`src/hdl/fvc_pkg.sv`:
```
package fvc_pkg;

   localparam int INDEX_WIDTH = 32;
   localparam int COUNT_WIDTH = 32;
   localparam logic [COUNT_WIDTH-1:0] COUNT_MAX = {COUNT_WIDTH{1'b1}};

   // One cache slot as it moves down the row
   typedef struct packed {
      logic                   valid;
      logic [INDEX_WIDTH-1:0] index;
   } fvc_slot_type;

   // Per-cycle commands broadcast to every cell
   typedef struct packed {
      logic shift;
      logic flush;
   } fvc_ctrl_type;

   // Saturating increment for the mesh counters
   function automatic logic [COUNT_WIDTH-1:0] sat_inc(input logic [COUNT_WIDTH-1:0] value);
      logic [COUNT_WIDTH-1:0] result;
      result = (value == COUNT_MAX) ? value : value + {{(COUNT_WIDTH-1){1'b0}}, 1'b1};
      return result;
   endfunction

endpackage

```
`src/hdl/fifo_vertex_cache_miss_counter.sv`:
```
// FIFO vertex cache miss counter: a row of CACHE_ENTRIES cells forms a fully
// associative cache with first-in-first-out replacement. Every accepted index
// is compared against all cells at once; a miss shifts the index into the head
// cell and the oldest entry drops off the tail. One word is accepted every
// cycle while the result register is free or being taken; the throughput is
// set by the combinational parallel compare and OR across the cell row. Each
// word gives one result with the running miss and index counts (saturating).
// A word with mesh_last set empties the cache and zeroes both counts after its
// result is formed. The cache starts empty after reset.
module fifo_vertex_cache_miss_counter #(
   parameter int CACHE_ENTRIES = 32
) (
   input  logic                            clock,
   input  logic                            reset,
   input  logic                            req_valid,
   output logic                            req_stall,
   input  logic [fvc_pkg::INDEX_WIDTH-1:0] req_vertex_index,
   input  logic                            req_mesh_last,
   output logic                            rsp_valid,
   input  logic                            rsp_stall,
   output logic                            rsp_was_miss,
   output logic [fvc_pkg::COUNT_WIDTH-1:0] rsp_miss_total,
   output logic [fvc_pkg::COUNT_WIDTH-1:0] rsp_index_total,
   output logic                            rsp_is_last
);

   logic                            accept;
   logic                            hit;
   fvc_pkg::fvc_ctrl_type           ctrl;

   logic [fvc_pkg::COUNT_WIDTH-1:0] miss_ff, miss_in, miss_next;
   logic [fvc_pkg::COUNT_WIDTH-1:0] item_ff, item_in, item_next;
   logic                            rsp_valid_ff, rsp_valid_in;
   logic                            was_miss_ff;
   logic [fvc_pkg::COUNT_WIDTH-1:0] miss_total_ff;
   logic [fvc_pkg::COUNT_WIDTH-1:0] index_total_ff;
   logic                            is_last_ff;

   // Take a word whenever the result register is empty or draining
   assign req_stall = rsp_valid_ff && rsp_stall;
   assign accept    = req_valid && !req_stall;

   assign ctrl = '{shift: accept && !hit, flush: accept && req_mesh_last};

   fvc_chain #(
      .CACHE_ENTRIES (CACHE_ENTRIES)
   ) u_chain (
      .clock (clock),
      .reset (reset),
      .ctrl  (ctrl),
      .query (req_vertex_index),
      .hit   (hit)
   );

   // Advance the counters; clear them after the last word of a mesh
   always_comb begin
      miss_next = hit ? miss_ff : fvc_pkg::sat_inc(miss_ff);
      item_next = fvc_pkg::sat_inc(item_ff);
      miss_in   = miss_ff;
      item_in   = item_ff;
      if (accept) begin
         miss_in = req_mesh_last ? '0 : miss_next;
         item_in = req_mesh_last ? '0 : item_next;
      end
   end

   always_ff @(posedge clock) begin
      if (reset) begin
         miss_ff <= '0;
         item_ff <= '0;
      end else begin
         miss_ff <= miss_in;
         item_ff <= item_in;
      end
   end

   // Hold the result until it is taken
   assign rsp_valid_in = accept || (rsp_valid_ff && rsp_stall);

   always_ff @(posedge clock) begin
      if (reset) begin
         rsp_valid_ff <= 1'b0;
      end else begin
         rsp_valid_ff <= rsp_valid_in;
      end
   end

   always_ff @(posedge clock) begin
      if (accept) begin
         was_miss_ff    <= !hit;
         miss_total_ff  <= miss_next;
         index_total_ff <= item_next;
         is_last_ff     <= req_mesh_last;
      end
   end

   assign rsp_valid       = rsp_valid_ff;
   assign rsp_was_miss    = was_miss_ff;
   assign rsp_miss_total  = miss_total_ff;
   assign rsp_index_total = index_total_ff;
   assign rsp_is_last     = is_last_ff;

endmodule

```
`src/hdl/fvc_cell.sv`:
```
module fvc_cell (
   input  logic                                clock,
   input  logic                                reset,
   input  fvc_pkg::fvc_ctrl_type               ctrl,
   input  logic [fvc_pkg::INDEX_WIDTH-1:0]     query,
   input  fvc_pkg::fvc_slot_type               prev_slot,
   output fvc_pkg::fvc_slot_type               slot,
   output logic                                match
);

   logic                            valid_ff;
   logic [fvc_pkg::INDEX_WIDTH-1:0] index_ff;

   // Drop the entry at end of mesh, else take the neighbor's entry on a miss
   always_ff @(posedge clock) begin
      if (reset) begin
         valid_ff <= 1'b0;
      end else if (ctrl.flush) begin
         valid_ff <= 1'b0;
      end else if (ctrl.shift) begin
         valid_ff <= prev_slot.valid;
      end
   end

   always_ff @(posedge clock) begin
      if (ctrl.shift) begin
         index_ff <= prev_slot.index;
      end
   end

   // Compare the held index against the incoming one
   assign match = valid_ff && (index_ff == query);
   assign slot  = '{valid: valid_ff, index: index_ff};

endmodule

```
`src/hdl/fvc_chain.sv`:
```
module fvc_chain #(
   parameter int CACHE_ENTRIES = 32
) (
   input  logic                            clock,
   input  logic                            reset,
   input  fvc_pkg::fvc_ctrl_type           ctrl,
   input  logic [fvc_pkg::INDEX_WIDTH-1:0] query,
   output logic                            hit
);

   fvc_pkg::fvc_slot_type        head;
   fvc_pkg::fvc_slot_type        link [CACHE_ENTRIES];
   logic [CACHE_ENTRIES-1:0]     match_vec;

   // New entries enter at cell zero; the oldest falls off the far end
   assign head = '{valid: 1'b1, index: query};

   for (genvar g = 0; g < CACHE_ENTRIES; g++) begin : g_cell
      if (g == 0) begin : g_first
         fvc_cell u_cell (
            .clock     (clock),
            .reset     (reset),
            .ctrl      (ctrl),
            .query     (query),
            .prev_slot (head),
            .slot      (link[g]),
            .match     (match_vec[g])
         );
      end else begin : g_rest
         fvc_cell u_cell (
            .clock     (clock),
            .reset     (reset),
            .ctrl      (ctrl),
            .query     (query),
            .prev_slot (link[g-1]),
            .slot      (link[g]),
            .match     (match_vec[g])
         );
      end
   end

   assign hit = |match_vec;

endmodule

```
`config.mk`:
```
export PLATFORM = sky130hd
export DESIGN_NAME = fifo_vertex_cache_miss_counter
export DESIGN_NICKNAME = d
export VERILOG_FILES = /design/src/hdl/fvc_pkg.sv /design/src/hdl/fifo_vertex_cache_miss_counter.sv /design/src/hdl/fvc_cell.sv /design/src/hdl/fvc_chain.sv
export SDC_FILE = /design/constraint.sdc
export NUM_CORES = 2
export LEC_CHECK = 0
export BUFFER_PORTS_ARGS = -buffer_cell sky130_fd_sc_hd__buf_2
export CAP_MARGIN = 15
export CELL_PAD_IN_SITES_DETAIL_PLACEMENT = 0
export CELL_PAD_IN_SITES_GLOBAL_PLACEMENT = 2
export CORE_ASPECT_RATIO = 0.5
export CORE_UTILIZATION = 30
export DETAILED_ROUTE_END_ITERATION = 8
export PLACE_DENSITY = 0.54
export SYNTH_ARGS = -nofsm -noshare
export SYNTH_HDL_FRONTEND = slang
export SYNTH_HIERARCHICAL = 1
export SYNTH_SLANG_ARGS = --single-unit
```
`constraint.sdc`:
```
create_clock -name clock -period 31.6 [get_ports clock]
set_clock_uncertainty 0.1 [all_clocks]
set_input_delay 3.16 -clock clock [delete_from_list [all_inputs] [get_ports clock]]
set_output_delay 3.16 -clock clock [all_outputs]
set_load 0.005 [all_outputs]
```
After elaboration in Yosys (flattened, before gate mapping)

Index checks and enable logic that the tools add are counted.

$add $sub $neg: 2
Equality and inequality tests: 34
Mux-type cells: 5
Reduce and logical (&&, ||, !) cells: 41

Operator list:

| kind                  | number |
|---|---|
| $eq 32x32->1          | 32 |
| $mux 32               | 5 |
| $add 32x1->32 const B | 2 |
| $eq 32x32->1 const B  | 2 |
| $logic_and 1x1->1     | 36 |
| $reduce_or 32->1      | 1 |
| $logic_not 1->1       | 2 |
| $reduce_or 2->1       | 1 |
| $logic_or 1x1->1      | 1 |

Flip-flop bits (word level): 1187
Input port bits: 37
Output and inout bits: 68
Logic and storage cells: 153

Depth between registers and ports, before layout

Word-level depth: 5
Mapped depth: 13
Gate-level depth less buffers: 12

Modules after synthesis

Netlist, hierarchy kept.

Modules (own cells, without submodules):

| module                         | times used | cells each | area an instance (um^2) | seq. area each (um^2) |
|---|---|---|---|---|
| fvc_cell                       | 32         | 80         | 1358.8                  | 980.9 |
| fifo_vertex_cache_miss_counter | 1          | 743        | 6976.7                  | 3283.1 |
| fvc_chain                      | 1          | 12         | 78.8                    | 0.0 |

Least setup slack after synthesis

OpenSTA, ideal clock, no wires.

Path type: input to register
Start point: in req_vertex_index[20] in the netlist's numbering
End point: reg u_chain.g_cell[0].g_first.u_cell.valid_ff
Arrival: 26644 ps
Required time: 31354 ps
Slack: 4710 ps
Stages on the path: 13
Path through: xor2_1 -> nor4_1 -> nand4_1 -> nor3_2 -> nor4_1 -> nand4_1 -> or2_1 -> inv_1 -> clkbuf_1 -> nand2_1 -> inv_1 -> mux2i_1 -> nor3_1

RTL lines:

| what                 | RTL line                             | source |
|---|---|---|
| start, declared      | fifo_vertex_cache_miss_counter.sv:17 | `input logic [fvc_pkg::INDEX_WIDTH-1:0] req_vertex_index,` |
| end signal, assigned | fvc_cell.sv:21                       | `valid_ff <= prev_slot.valid;` |
| end, declared        | fvc_cell.sv:11                       | `logic valid_ff;` |

==> impl_metrics.ini <==
[sta]
period_minus_slack_ns = 11.12
drv_slew = 0
tightest_slew_ns = 1.24
hold_ws_ns = 0.342
fin_setup_tns_ns = 0
fin_ws_ns = 20.48
hold_viol = 0
slew_headroom = 0.176
rsz0062_at_grt = false
finalCritPeriodShare = 0.352
setup_viol = 0
max_freq_ghz = 0.0899

[global_routing]
antenna_found_initial = 2
globalRoute.totalOverflow = 0
grt_pass1_wl_mm = 184
grt_pass1_vias = 27200
grt_max_degree = 204
track_usage = 0.143

[placed_design]
place.gp.congestion = 0.749
port_buffers = 104
place_inst = 5593
dpl.hpwl_mm = 80.0
place_ws_ns = 19.68
place_area_sq_um = 53800

[power]
powerDensity_nw_per_um2 = 60.1
p_total_mw = 3.46
leakagePower_nw = 19.5
peakVddDrop_v = 0.0000456

[layout]
mostFrequentLayoutCells = 1090 x edfxtp_1, 1025 x xor2_1, 238 x nor4_1
nets = 3534
syn2layout_area_growth_pct = 13.7
fillCellCount = 16100
final_common_cell = edfxtp_1
multi_input_area_sq_um = 15300
drive_above_1_share = 0.107
final_cells = 5808
final_core_util = 0.344
seq_area_sq_um = 34700
final_cell_area_sq_um = 57400

[setup_path]
crit-reg2reg-launch = u_chain/g_cell[29].g_rest.u_cell/index_ff[15]
crit_path_start = req_vertex_index[16]
crit_type = input pin to flip-flop
cp_data_required_time_ns = 31.83
crit_slowest_cell = buf_4
arrival_ns = 11.35
end_kind = flip-flop
critical_path.top_delay_family = buffers and inverters
crit_chain = buf_2 -> xor2_1 -> nor4_1 -> buf_4 -> nand4_1 -> nor3_2 -> nor4_1 -> nand4_1 -> or2_1 -> inv_1 -> nand2_1 -> inv_8 -> buf_4 -> buf_4 -> buf_4 -> buf_4
worstSetupStartpointType = input pin
cp_max_fo = 131
critPathBufInv = 8
max_stage_delay_ns = 0.87
cp_common_cell = buf_4

[floorplan]
rows = 106
coreArea_sq_um = 167000
dieArea_sq_um = 170000
initial_core_util = 0.302
die_h_um = 292
fp.dieW_um = 582
pin_count = 105

[detailed_routing]
wl_mm = 123
drtPass1Iterations = 5
drc = 0
via_per_inst = 4.67
drtIter0Drc = 1795
final_antenna_net_count = 0
wire_per_inst_um = 21.2
vias = 27100

[synthesis]
syn_avg_cell_area_sq_um = 15.2
syn_nets = 3353
syn_area_sq_um = 50500
yosysWarnings = 6
netlist_instances = 3314

[clocking]
root_buffer = clkbuf_16
cts-buffers-inserted = 113
cts.htree.levels = 3
cts_setup_buffers = 0
cts_tree = built
cts-hold-fix-buffers = 0
cts.repair.resized = 0
clk_path_buf_depth = 3
clk_latency_ns = 0.73
cts.sinks = 1187
clk_pin_slew_ns = 0.07

[min_path]
hp-class = flip-flop to flip-flop
min_from = u_chain/g_cell[8].g_rest.u_cell/index_ff[25]

[job]
cap_violations = 0

[status]
status = finished clean
[routing by layer]
metal,track usage,part of all wire
met2,0.232,0.47
met1,0.203,0.48
met5,0,0
met4,0.0281,0.016
met3,0.0209,0.033
[layout make-up]
type,count,share of cell area
diodes,1,0.0000436
clock buffers,144,0.0534
clock inverters,69,0.00967
inverters,18,0.00133
multi-input cells,2009,0.266
flip-flops and latches,1187,0.604
well taps,2214,0.0482
repair buffers,166,0.0173
[flip-flops by register name (all words and copies together), names as in the netlist]
name                                    cells
u_chain/g_cell.g_rest.u_cell/index_ff     992
item_ff                                    32
miss_ff                                    32
rsp_index_total                            32
rsp_miss_total                             32
u_chain/g_cell.g_first.u_cell/index_ff     32
u_chain/g_cell.g_rest.u_cell/valid_ff      31
rsp_is_last                                 1
rsp_valid                                   1
rsp_was_miss                                1
u_chain/g_cell.g_first.u_cell/valid_ff      1
[report_power, final]
group          internal, mW  total (mW)  switching [mW]
logic                0.0743       0.220           0.146
registers              1.83        1.88          0.0570
clock network         0.730        1.35           0.623
total                  2.63        3.46           0.826
[worst register-to-register path: stages, from the launching register on]
cell	delay [ns]
edfxtp_1	0.43
xor2_1	0.15
nor4_1	0.07
buf_4	0.17
nand4_1	0.35
nor3_2	0.10
nor4_1	0.71
nand4_1	0.16
or2_1	0.61
inv_1	0.54
nand2_1	0.30
inv_8	0.71
buf_4	0.92
buf_4	0.86
buf_4	0.72
buf_4	0.91
[final timing paths]
kind,endpoint,slack (ns),cells after the start
setup / recovery,u_chain/g_cell[18].g_rest.u_cell/index_ff[17],20.48,16
hold / removal,u_chain/g_cell[9].g_rest.u_cell/index_ff[25],0.34,0
setup reg to reg,u_chain/g_cell[18].g_rest.u_cell/index_ff[17],23.35,15
hold reg to reg,u_chain/g_cell[9].g_rest.u_cell/index_ff[25],0.34,0
Note: power is estimated with default switching activity, not from simulation.
